[src/rtl/core/tpqm_pkg.sv]
// shared types and constants for the touch press qualifier and mapper
// used by tpqm_div, tpqm_checker and touch_press_qualifier_mapper, no dependencies
package tpqm_pkg;

	// field widths
	localparam int RAW_W   = 12;
	localparam int TIME_W  = 32;
	localparam int ORI_W   = 3;
	localparam int SCR_X_W = 8;
	localparam int SCR_Y_W = 9;

	// divider operand widths: |raw - lo| * top and |hi - lo|
	localparam int NUM_W = 2 * RAW_W;
	localparam int DEN_W = RAW_W;

	// configuration port
	localparam int CFG_IDX_W = 3;
	localparam logic [CFG_IDX_W-1:0] REG_ORIENTATION  = 3'd0;
	localparam logic [CFG_IDX_W-1:0] REG_MIN_PRESSURE = 3'd1;
	localparam logic [CFG_IDX_W-1:0] REG_RAW_X_LO     = 3'd2;
	localparam logic [CFG_IDX_W-1:0] REG_RAW_X_HI     = 3'd3;
	localparam logic [CFG_IDX_W-1:0] REG_RAW_Y_LO     = 3'd4;
	localparam logic [CFG_IDX_W-1:0] REG_RAW_Y_HI     = 3'd5;

	// register reset values
	localparam logic [ORI_W-1:0] RST_ORIENTATION  = 3'd0;
	localparam logic [RAW_W-1:0] RST_MIN_PRESSURE = 12'd200;
	localparam logic [RAW_W-1:0] RST_RAW_LO       = 12'd200;
	localparam logic [RAW_W-1:0] RST_RAW_HI       = 12'd3900;

	// orientation bits
	localparam int ORI_SWAP = 0;
	localparam int ORI_MIRX = 1;
	localparam int ORI_MIRY = 2;

	// default parameters
	localparam int DEF_SCREEN_WIDTH  = 240;
	localparam int DEF_SCREEN_HEIGHT = 320;
	localparam int DEF_DEBOUNCE_MS   = 220;

	typedef struct packed {
		logic             start;
		logic [NUM_W-1:0] num;
		logic [DEN_W-1:0] den;
	} div_req_t;

	typedef struct packed {
		logic             done;
		logic [NUM_W-1:0] quot;
	} div_rsp_t;

endpackage

[src/rtl/core/touch_press_qualifier_mapper.sv]
// touch press qualifier and linear screen mapper, top level
// depends on tpqm_pkg and tpqm_div
//
// usage:
//   s_* takes one controller poll per request: tuser is the touched flag,
//   tdata carries sample_x, sample_y, sample_pressure and now_ms.
//   a poll that is not a new, debounced press with enough pressure is
//   absorbed in its accept cycle and yields nothing.
//   an accepted press runs both axis mappings through one shared serial
//   divider: per axis a multiply step, a start step, the serial quotient
//   bits and a step to pick up the quotient, then a step to load the output
//   register, and s_tready stays low until the result has been loaded.
//   throughput: one rejected poll per cycle while idle; a press is taken
//   only once the previous result has been loaded into the output register.
//   m_* holds the result until taken; a new poll is accepted while it waits,
//   and a further press waits in its last step until the register is free.
//   cfg_* writes one register per request, always ready; write only while idle.
//   reset clears the press-held flag, the last press time and restores the
//   register defaults; no clearing pass is needed.
module touch_press_qualifier_mapper
	import tpqm_pkg::*;
#(
	parameter int SCREEN_WIDTH  = DEF_SCREEN_WIDTH,
	parameter int SCREEN_HEIGHT = DEF_SCREEN_HEIGHT,
	parameter int DEBOUNCE_MS   = DEF_DEBOUNCE_MS
) (
	input  logic                 clk,
	input  logic                 arst_n,
	input  logic                 s_tvalid,
	output logic                 s_tready,
	// sample_x[11:0], sample_y[23:12], sample_pressure[35:24], now_ms[67:36]
	input  logic [71:0]          s_tdata,
	// touched[0]
	input  logic                 s_tuser,
	output logic                 m_tvalid,
	input  logic                 m_tready,
	// swapped_raw_x[11:0], swapped_raw_y[23:12], press_pressure[35:24],
	// screen_x[43:36], screen_y[52:44]
	output logic [55:0]          m_tdata,
	input  logic                 cfg_valid,
	output logic                 cfg_ready,
	input  logic [CFG_IDX_W-1:0] cfg_index,
	input  logic [RAW_W-1:0]     cfg_data
);

	localparam logic [RAW_W-1:0]  TOP_X = RAW_W'(SCREEN_WIDTH - 1);
	localparam logic [RAW_W-1:0]  TOP_Y = RAW_W'(SCREEN_HEIGHT - 1);
	localparam logic [TIME_W-1:0] DEB   = TIME_W'(DEBOUNCE_MS);

	localparam logic [2:0] S_IDLE  = 3'd0;
	localparam logic [2:0] S_MUL   = 3'd1;
	localparam logic [2:0] S_START = 3'd2;
	localparam logic [2:0] S_WAIT  = 3'd3;
	localparam logic [2:0] S_OUT   = 3'd4;

	logic [2:0]        state_q;
	logic              axis_q;
	logic              held_q;
	logic [TIME_W-1:0] last_ms_q;
	logic              out_valid_q;
	logic [55:0]       out_data_q;

	logic [ORI_W-1:0]  ori_q;
	logic [RAW_W-1:0]  min_pr_q;
	logic [RAW_W-1:0]  x_lo_q;
	logic [RAW_W-1:0]  x_hi_q;
	logic [RAW_W-1:0]  y_lo_q;
	logic [RAW_W-1:0]  y_hi_q;

	logic [RAW_W-1:0]  rx_q;
	logic [RAW_W-1:0]  ry_q;
	logic [RAW_W-1:0]  pr_q;
	logic [RAW_W-1:0]  scr_x_q;
	logic [RAW_W-1:0]  scr_y_q;
	logic [NUM_W-1:0]  num_q;
	logic [DEN_W-1:0]  den_q;
	logic              zero_q;

	logic [RAW_W-1:0]  in_x;
	logic [RAW_W-1:0]  in_y;
	logic [RAW_W-1:0]  in_pr;
	logic [TIME_W-1:0] in_now;
	logic              in_acc;
	logic              pressed;
	logic [TIME_W-1:0] since;
	logic              take;

	logic [RAW_W-1:0]  a_raw;
	logic [RAW_W-1:0]  a_lo;
	logic [RAW_W-1:0]  a_hi;
	logic [RAW_W-1:0]  a_top;
	logic              a_mir;
	logic [RAW_W:0]    a_diff;
	logic [RAW_W:0]    a_span;
	logic [RAW_W-1:0]  diff_mag;
	logic [RAW_W-1:0]  span_mag;
	logic [RAW_W-1:0]  a_clamp;
	logic [RAW_W-1:0]  a_res;
	logic              out_free;
	logic              out_load;

	div_req_t          div_req;
	div_rsp_t          div_rsp;

	assign in_x   = s_tdata[11:0];
	assign in_y   = s_tdata[23:12];
	assign in_pr  = s_tdata[35:24];
	assign in_now = s_tdata[67:36];

	assign s_tready  = (state_q == S_IDLE);
	assign cfg_ready = 1'b1;
	assign in_acc    = s_tvalid && s_tready;
	assign pressed   = s_tuser && (in_pr >= min_pr_q);
	assign since     = in_now - last_ms_q;
	assign take      = pressed && !held_q && (since >= DEB);
	assign out_free  = !out_valid_q || m_tready;
	assign out_load  = (state_q == S_OUT) && out_free;

	// per-axis operands for the shared multiply and divide
	always_comb begin
		a_raw = axis_q ? ry_q   : rx_q;
		a_lo  = axis_q ? y_lo_q : x_lo_q;
		a_hi  = axis_q ? y_hi_q : x_hi_q;
		a_top = axis_q ? TOP_Y  : TOP_X;
		a_mir = axis_q ? ori_q[ORI_MIRY] : ori_q[ORI_MIRX];
	end

	assign a_diff   = {1'b0, a_raw} - {1'b0, a_lo};
	assign a_span   = {1'b0, a_hi} - {1'b0, a_lo};
	assign diff_mag = a_diff[RAW_W] ? RAW_W'(-a_diff) : a_diff[RAW_W-1:0];
	assign span_mag = a_span[RAW_W] ? RAW_W'(-a_span) : a_span[RAW_W-1:0];

	// a negative quotient truncates to zero or below and clamps to zero
	assign a_clamp = zero_q ? '0 :
		(div_rsp.quot > {{(NUM_W-RAW_W){1'b0}}, a_top}) ? a_top : div_rsp.quot[RAW_W-1:0];
	assign a_res   = a_mir ? (a_top - a_clamp) : a_clamp;

	assign div_req.start = (state_q == S_START);
	assign div_req.num   = num_q;
	assign div_req.den   = den_q;

	tpqm_div u_div (
		.clk    (clk),
		.arst_n (arst_n),
		.req    (div_req),
		.rsp    (div_rsp)
	);

	always_ff @(posedge clk or negedge arst_n) begin
		if (!arst_n) begin
			ori_q    <= RST_ORIENTATION;
			min_pr_q <= RST_MIN_PRESSURE;
			x_lo_q   <= RST_RAW_LO;
			x_hi_q   <= RST_RAW_HI;
			y_lo_q   <= RST_RAW_LO;
			y_hi_q   <= RST_RAW_HI;
		end else if (cfg_valid && cfg_ready) begin
			case (cfg_index)
				REG_ORIENTATION:  ori_q    <= cfg_data[ORI_W-1:0];
				REG_MIN_PRESSURE: min_pr_q <= cfg_data;
				REG_RAW_X_LO:     x_lo_q   <= cfg_data;
				REG_RAW_X_HI:     x_hi_q   <= cfg_data;
				REG_RAW_Y_LO:     y_lo_q   <= cfg_data;
				REG_RAW_Y_HI:     y_hi_q   <= cfg_data;
				default: ;
			endcase
		end
	end

	always_ff @(posedge clk or negedge arst_n) begin
		if (!arst_n) begin
			state_q     <= S_IDLE;
			axis_q      <= 1'b0;
			held_q      <= 1'b0;
			last_ms_q   <= '0;
			out_valid_q <= 1'b0;
		end else begin
			if (out_load) begin
				out_valid_q <= 1'b1;
			end else if (out_valid_q && m_tready) begin
				out_valid_q <= 1'b0;
			end
			case (state_q)
				S_IDLE: begin
					if (in_acc) begin
						if (!pressed) begin
							held_q <= 1'b0;
						end else if (take) begin
							held_q    <= 1'b1;
							last_ms_q <= in_now;
							axis_q    <= 1'b0;
							state_q   <= S_MUL;
						end
					end
				end
				S_MUL: begin
					state_q <= S_START;
				end
				S_START: begin
					state_q <= S_WAIT;
				end
				S_WAIT: begin
					if (div_rsp.done) begin
						if (axis_q) begin
							state_q <= S_OUT;
						end else begin
							axis_q  <= 1'b1;
							state_q <= S_MUL;
						end
					end
				end
				S_OUT: begin
					if (out_free) begin
						state_q <= S_IDLE;
					end
				end
				default: begin
					state_q <= S_IDLE;
				end
			endcase
		end
	end

	always_ff @(posedge clk) begin
		if (in_acc && take) begin
			rx_q <= ori_q[ORI_SWAP] ? in_y : in_x;
			ry_q <= ori_q[ORI_SWAP] ? in_x : in_y;
			pr_q <= in_pr;
		end
		if (state_q == S_MUL) begin
			num_q  <= NUM_W'({{(NUM_W-RAW_W){1'b0}}, diff_mag} *
				{{(NUM_W-RAW_W){1'b0}}, a_top});
			den_q  <= span_mag;
			zero_q <= (a_span == '0) || (a_diff == '0) || (a_diff[RAW_W] != a_span[RAW_W]);
		end
		if ((state_q == S_WAIT) && div_rsp.done) begin
			if (axis_q) begin
				scr_y_q <= a_res;
			end else begin
				scr_x_q <= a_res;
			end
		end
		if (out_load) begin
			out_data_q <= {3'b000, scr_y_q[SCR_Y_W-1:0], scr_x_q[SCR_X_W-1:0],
				pr_q, ry_q, rx_q};
		end
	end

	assign m_tvalid = out_valid_q;
	assign m_tdata  = out_data_q;

endmodule

[src/rtl/core/tpqm_div.sv]
// serial restoring divider, one quotient bit per cycle, unsigned operands
// depends on tpqm_pkg for operand widths and request/response structs
module tpqm_div
	import tpqm_pkg::*;
(
	input  logic     clk,
	input  logic     arst_n,
	input  div_req_t req,
	output div_rsp_t rsp
);

	localparam int CNT_W = $clog2(NUM_W);
	localparam logic [CNT_W-1:0] CNT_LAST = CNT_W'(NUM_W - 1);

	logic             busy_q;
	logic             done_q;
	logic [CNT_W-1:0] cnt_q;
	logic [DEN_W-1:0] den_q;
	logic [DEN_W-1:0] rem_q;
	logic [NUM_W-1:0] quo_q;

	logic [DEN_W:0]   trial;
	logic [DEN_W:0]   diff;
	logic             ge;

	// shift the next dividend bit into the partial remainder
	assign trial = {rem_q, quo_q[NUM_W-1]};
	assign diff  = trial - {1'b0, den_q};
	assign ge    = (trial >= {1'b0, den_q});

	always_ff @(posedge clk or negedge arst_n) begin
		if (!arst_n) begin
			busy_q <= 1'b0;
			done_q <= 1'b0;
			cnt_q  <= '0;
		end else begin
			done_q <= 1'b0;
			if (req.start) begin
				busy_q <= 1'b1;
				cnt_q  <= '0;
			end else if (busy_q) begin
				cnt_q <= cnt_q + 1'b1;
				if (cnt_q == CNT_LAST) begin
					busy_q <= 1'b0;
					done_q <= 1'b1;
				end
			end
		end
	end

	always_ff @(posedge clk) begin
		if (req.start) begin
			den_q <= req.den;
			rem_q <= '0;
			quo_q <= req.num;
		end else if (busy_q) begin
			rem_q <= ge ? diff[DEN_W-1:0] : trial[DEN_W-1:0];
			quo_q <= {quo_q[NUM_W-2:0], ge};
		end
	end

	assign rsp.done = done_q;
	assign rsp.quot = quo_q;

endmodule

[config.mk]
export PLATFORM = sky130hd
export DESIGN_NAME = touch_press_qualifier_mapper
export DESIGN_NICKNAME = d
export VERILOG_FILES = /design/src/rtl/core/tpqm_pkg.sv /design/src/rtl/core/touch_press_qualifier_mapper.sv /design/src/rtl/core/tpqm_div.sv
export SDC_FILE = /design/constraint.sdc
export NUM_CORES = 1
export LEC_CHECK = 0
export BUFFER_PORTS_ARGS = -buffer_cell sky130_fd_sc_hd__buf_2
export CORE_AREA = 10 10 196 198
export DETAILED_ROUTE_END_ITERATION = 8
export DIE_AREA = 0 0 206 208
export GPL_ROUTABILITY_DRIVEN = 0
export GPL_TIMING_DRIVEN = 0
export PLACE_DENSITY = 0.74
export SKIP_CTS_REPAIR_TIMING = 1
export SYNTH_ARGS = -nofsm -noshare
export SYNTH_HDL_FRONTEND = slang
export SYNTH_SLANG_ARGS = --single-unit
export TNS_END_PERCENT = 5
[constraint.sdc]
create_clock -name clk -period 19 [get_ports clk]
set_input_delay 2.85 -clock clk [delete_from_list [all_inputs] [get_ports clk]]
set_output_delay 2.85 -clock clk [all_outputs]
set_load 0.1 [all_outputs]
==> results of run 1 <==
==> sequential cells by signal (all words and copies together), names as in the netlist, 12 cells and up <==
name,cells
m_tdata,53
last_ms_q,32
u_div.quo_q,24
num_q,21
den_q,12
min_pr_q,12
pr_q,12
rx_q,12
ry_q,12
u_div.den_q,12
u_div.rem_q,12
x_hi_q,12
x_lo_q,12
y_hi_q,12
y_lo_q,12
==> cell families after synthesis <==
kind of cell / count (synthesis)
AND/OR/NAND/NOR: 343
flip-flops: 296
AO/OA/AOI/OAI: 292
buffers and inverters: 255
adder cells (fa/ha/maj): 205
multiplexers: 179
XOR/XNOR: 85
other: 2
==> stage by stage <==
step / setup slack (ps) / instances / util (%)
after floorplan: 10930 / 1660 / -
after global placement: 9141 / 2258 / 58.39
after detailed placement: 9009 / 2263 / 58.69
after CTS: 8951 / 2321 / 61.80
after global routing: 8187 / 2321 / 61.80
final: 8952 / 2321 / 61.80
==> how the worst min path moves through the flow <==
| stage | from | end | slack (ps) |
|---|---|---|---|
| 2_1_floorplan | pr_q[0] | m_tdata[24] | 400 |
| 3_3_place_gp | pr_q[10] | m_tdata[34] | 400 |
| 3_5_place_dp | scr_y_q[3] | m_tdata[47] | 400 |
| 4_1_cts | pr_q[0] | m_tdata[24] | 410 |
| 5_1_grt | pr_q[0] | m_tdata[24] | 410 |
| 6_report | pr_q[0] | m_tdata[24] | 410 |
==> critical path, delay by kind of cell, from the launching register on <==
kind,cells,cell delay [ps]
xor gates and xnor gates,1,130
adders and majority gates,6,2320
DFF,1,580
and+or+nand+nor,4,470
AOI/OAI and AO/OA,14,3440
muxes,1,720
buffers and inverters,8,2090
==> layer usage <==
layer  part of all wire, %  up-vias
li1                      -     6207
met1                    42     6285
met2                    50      313
met3                   4.8       81
met4                   3.2        4
met5                 0.066        -
==> layout make-up <==
type | count | area, sq um
clock buffer | 36 | 794.5
sequential | 296 | 8259
timing repair buffer | 148 | 799.5
multi-input combinational | 1109 | 9508
inverter | 198 | 743.2
tap | 455 | 569.3
fill | 2770 | 13130
buffer | 57 | 292.8
clock inverter | 22 | 275.3
==> synth_stat cells (4+ instances only) <==
library cell / n
nor3b_1: 7
dfxtp_1: 12
mux2_4: 27
nand4_1: 14
nor3_1: 20
and2_1: 7
inv_1: 197
dfrtp_1: 83
or2_2: 11
a21o_1: 29
or3_1: 8
o21ai_0: 72
o2111ai_1: 4
o21bai_1: 10
mux2i_1: 28
nand2b_1: 22
buf_4: 4
xnor2_1: 61
o211ai_1: 10
nor2b_1: 19
or4_1: 4
nand3_1: 19
nor2_1: 108
dfstp_2: 25
nor4_1: 10
a21boi_0: 7
a211o_1: 4
a211oi_1: 16
xor2_1: 24
and3_1: 9
a311oi_1: 4
fa_1: 63
a31oi_1: 8
a21oi_1: 69
o31ai_1: 8
mux2_2: 124
ha_1: 142
clkbuf_1: 45
o21a_1: 12
edfxtp_1: 176
nand2_1: 78
==> summary.md, run 1 <==
| Metric | Value |
|---|---|
| Outcome | complete, no violations |
| Vias in the first global route | 13220 |
| Clock-pin slew on the worst setup and hold paths | 60 ps |
| RSZ-0062 raised after global routing | false |
| Sequential fraction of the synthesis area | 43.99% |
| Hold Fails Final Rpt | 0 |
| Worst-path fanout max | 10 |
| Most used cell, CP | inv_1 |
| Vias per inst | 5.554 |
| Worst-skew pair later-pin latency | 590 ps |
| Setup-failing EPs final | 0 |
| Die Area | 42850 sq um |
| Main combinational cell family by area after synthesis | adder cells |
| Reg2reg end | num_q[20] |
| Post-synth top flop | edfxtp_1 |
| Unique masters post-synth | 76 |
| TNS Setup | 0 ps |
| Layout net count | 2139 |
| Final period utilization | 52.88% |
| Busiest grt layer | met2 |
| Sinks on Clock Net | 296 |
| Worst R2R Path Depth | 34 |
| I/O Buffers | 143 |
| Mapped Cells | 1657 |
| CTS root buf | clkbuf_16 |
| Layout area overhead | 13.13% |
| Post-synth top area cell | edfxtp_1 |
| Slew headroom | 32.65% |
| Async SR Flop Fraction | 36.49% |
| Fin crit period | 10050 ps |
| Share of cells above drive strength 1 | 21.86% |
| H-tree level count | 1 |
| Syn_area_per_cell | 11.33 sq um |
| Worst setup SP type | flop |
| Max clock buf depth | 3 |
| Synth Area in Compound Gates | 10.34% |
| Overflow after GRT | 0 |
| Largest net degree at the start of global routing | 75 |
| Clock Skews | 26.04 ps |
| Synth Warn # | 0 |
| Simple-gate area share of the yosys netlist | 8.876% |
| Post-synthesis instance area | 18780 sq um |
| Commonest non-fill, non-tap cells in the layout | 196 x inv_1, 176 x edfxtp_1, 142 x ha_1, 142 x buf_2, 124 x mux2_2 |
| Initial antenna violation count | 2 |
| Worst setup path endpoint | num_q[20] |
| Slew Limit Fails | 0 |
| Worst Setup SP | axis_q |
| WHS Path Cells | 0 |
| Drt first pass iters | 5 |
| Final hold slack | 408.8 ps |
| Standard-cell rows | 68 |
| Max cap viols | 0 |
| M1 GR Usage | 23.74% |
| Synth area leaders | edfxtp_1 28%, dfrtp_1 11%, ha_1 9.5% |
| First-pass GRT wire length | 67310 um |
| Initial drt markers | 717 |
| Slowest CP cell | o21ai_0 |
| GR Util All Layers | 19.03% |
| Total routed wirelength | 40880 um |
| Detailed-route wire length per cell | 17.61 um |
| CTS tree | yes |
| Yosys top cell area share | 28.15% |
| Antenna Violating Nets Remaining | 0 |
| DIE WIDTH | 206 um |
| Commonest non-fill, non-tap cell in the layout | inv_1 |
| Routed vias | 12890 |
| Post-route DRC | 0 |
| Synth Area in Adders | 16.18% |
| Synth Area in XOR/XNOR | 3.965% |
| Synthesis-stage register bit count | 296 |
| Die Ht | 208 um |
| Tightest Pin Transition | 1010 ps |
| Initial Util | 54.62% |
| Hold WC Path Type | reg2reg |
| Final antenna diode count | 0 |
| Detailed Place HPWL | 31370 um |
| # IOs | 152 |
| Met2 Use GR | 32.65% |
| Dpl cell area | 20170 sq um |
| Crit. End Element | flop |
| CTS Buf Count | 31 |
| Met3 Resource Use GR | 3.418% |
| Post-synth EDFFs | 176 |
| Max incr delay on CP | 820 ps |
| Crit path DAT | 10370 ps |
| Multiplexer share of the synthesized area | 11.09% |
| Peak Freq | 99.52 MHz |
| Flop-to-flop setup slack | 8950 ps |
| Worst endpoint required time | 19320 ps |
| Area of the core | 34370 sq um |
| Critical path class | reg2reg |
| Worst R2R Start | axis_q |
| Final instance area | 21240 sq um |
Power of run 1 is left out: the tool's default activity adds up to more than one toggle a clock period on the data nets, which glitch-free logic cannot reach.
==> run 2: changes to the inputs <==
- clock period: 19 -> 10.45 ns (I/O delays scaled with it)
==> summary.md, run 2 (same netlist as run 1, synthesis figures left out) <==
| Metric | Value |
|---|---|
| Reg2reg end | num_q[20] (unchanged) |
| Antenna Violating Nets Remaining | 0 (unchanged) |
| Clock-pin slew on the worst setup and hold paths | 60 ps (about the same) |
| Commonest non-fill, non-tap cells in the layout | 196 x inv_1, 176 x edfxtp_1, 142 x ha_1, 142 x buf_2, 124 x mux2_2 (unchanged) |
| DP Worst Slack | 458.8 ps (was 9009 ps) |
| Standard-cell rows | 68 (unchanged) |
| Die Area | 42850 sq um (unchanged) |
| H-tree level count | 1 (unchanged) |
| Crit. End Element | flop (unchanged) |
| Max clock buf depth | 3 (unchanged) |
| Post-route DRC | 0 (unchanged) |
| Drt first pass iters | 5 (unchanged) |
| Hold Fails Final Rpt | 0 (unchanged) |
| Critical path class | reg2reg (unchanged) |
| Crit path DAT | 9860 ps (was 10370 ps) |
| Detailed Place HPWL | 31370 um (unchanged) |
| Max cap viols | 0 (unchanged) |
| GR Util All Layers | 19.03% (unchanged) |
| Max incr delay on CP | 730 ps (was 820 ps) |
| Slew Limit Fails | 0 (unchanged) |
| Worst-path fanout max | 10 (unchanged) |
| Reg area | 8259 sq um (unchanged) |
| Initial Util | 54.62% (unchanged) |
| Commonest non-fill, non-tap cell in the layout | inv_1 (unchanged) |
| Final antenna diode count | 0 (unchanged) |
| I/O Buffers | 143 (unchanged) |
| WHS Path Cells | 0 (unchanged) |
| RSZ-0062 raised after global routing | false (unchanged) |
| Vias in the first global route | 13220 (unchanged) |
| Worst-skew pair later-pin latency | 600 ps (was 590 ps) |
| Peak Freq | 104.8 MHz (was 99.52 MHz) |
| Outcome | complete, no violations (unchanged) |
| Initial antenna violation count | 2 (unchanged) |
| Flop-to-flop setup slack | 910 ps (was 8950 ps) |
| Largest register FFs | 53 (unchanged) |
| Area of the multi-input gates | 9538 sq um (was 9508 sq um) |
| TNS Setup | 0 ps (unchanged) |
| CTS Buf Count | 31 (unchanged) |
| Sinks on Clock Net | 296 (unchanged) |
| Vias per inst | 5.554 (about the same) |
| Most used cell, CP | fa_1 (was inv_1) |
| FILL cells | 2760 (was 2770) |
| # IOs | 152 (unchanged) |
| Worst endpoint required time | 10770 ps (was 19320 ps) |
| Worst R2R Path Depth | 29 (was 34) |
| Tightest Pin Transition | 1010 ps (about the same) |
| Detailed-route wire length per cell | 17.61 um (about the same) |
| Layout area overhead | 13.33% (was 13.13%) |
| HP Start | pr_q[0] (unchanged) |
| First-pass GRT wire length | 67310 um (unchanged) |
| Worst setup SP type | flop (unchanged) |
| Die Ht | 208 um (unchanged) |
| Area of the core | 34370 sq um (unchanged) |
| Share of cells above drive strength 1 | 22.13% (was 21.86%) |
| Largest net degree at the start of global routing | 75 (unchanged) |
| Setup-failing EPs final | 0 (unchanged) |
| Fin crit period | 9541 ps (was 10050 ps) |
| Routed vias | 12890 (about the same) |
| Final period utilization | 91.30% (was 52.88%) |
| Overflow after GRT | 0 (unchanged) |
| DIE WIDTH | 206 um (unchanged) |
| Layout net count | 2139 (unchanged) |
| Hold WC Path Type | reg2reg (unchanged) |
| Hold Path Sink | m_tdata[24] (unchanged) |
| Slew headroom | 32.68% (was 32.65%) |
| Clock Skews | 25.14 ps (was 26.04 ps) |
| CTS root buf | clkbuf_16 (unchanged) |
| Total routed wirelength | 40880 um (about the same) |
| Slowest CP cell | clkdlybuf4s15_1 (was o21ai_0) |
| Initial drt markers | 682 (was 717) |
| CTS tree | yes (unchanged) |
| PnR worst setup slack | 909.1 ps (was 8952 ps) |
| Worst R2R Start | axis_q (unchanged) |
-- run 2: changes by cell type in the layout (fill, tap and decap cells not counted), sizes merged --
cell / delta
buf: -1
clkdlybuf4s15: +1
-- run 2: how the worst max path moves through the flow --
stage | from | to | cells past startpoint
global placement | axis_q | num_q[20] | 34
floorplan | axis_q | num_q[20] | 30
CTS | axis_q | num_q[20] | 34
global route | axis_q | num_q[20] | 34
detailed placement | axis_q | num_q[20] | 34
finish | axis_q | num_q[20] | 29
-- run 2: cell type report --
| cell class | count | share of cell area [%] |
|---|---|---|
| plain buffers | 57 | 1.411 |
| clock buffers | 36 | 3.734 |
| multi-input cells | 1109 | 44.82 |
| clock inverters | 22 | 1.294 |
| well taps | 455 | 2.675 |
| flip-flops and latches | 296 | 38.81 |
| repair buffers | 148 | 3.757 |
| inverters | 198 | 3.493 |
-- run 2: metal layers --
| layer | global-route usage (%) | vias to the layer above | wire [um] | share of wire, % |
|---|---|---|---|---|
| met2 | 32.65 | 320 | 20290 | 50 |
| li1 | - | 6203 | - | - |
| met3 | 3.418 | 81 | 2016 | 4.9 |
| met5 | 0 | - | 27 | 0.066 |
| met4 | 5.921 | 4 | 1284 | 3.1 |
| met1 | 23.74 | 6283 | 17260 | 42 |
-- run 2: stage by stage --
stage | std cells | cell area [sq um] | hold slack [ps] | util, %
6_report | 2321 | 21280 | 410.8 | 61.91
5_1_grt | 2321 | 21280 | 414.7 | 61.91
4_1_cts | 2321 | 21240 | 414.2 | 61.80
3_5_place_dp | 2263 | 20170 | 404.5 | 58.69
3_3_place_gp | 2258 | 20070 | 400.8 | 58.39
2_1_floorplan | 1660 | 18790 | 400.3 | -
-- run 2: worst max-delay path: cells and delay by family (launching register included) --
| kind | cells | cell delay (ps) |
|---|---|---|
| fa+ha+maj | 6 | 2800 |
| compound gates | 10 | 1900 |
| buf+inv | 5 | 1540 |
| simple gates | 4 | 900 |
| xor+xnor | 3 | 850 |
| mux | 1 | 690 |
| flops | 1 | 580 |
Power of run 2 is left out for the same reason.
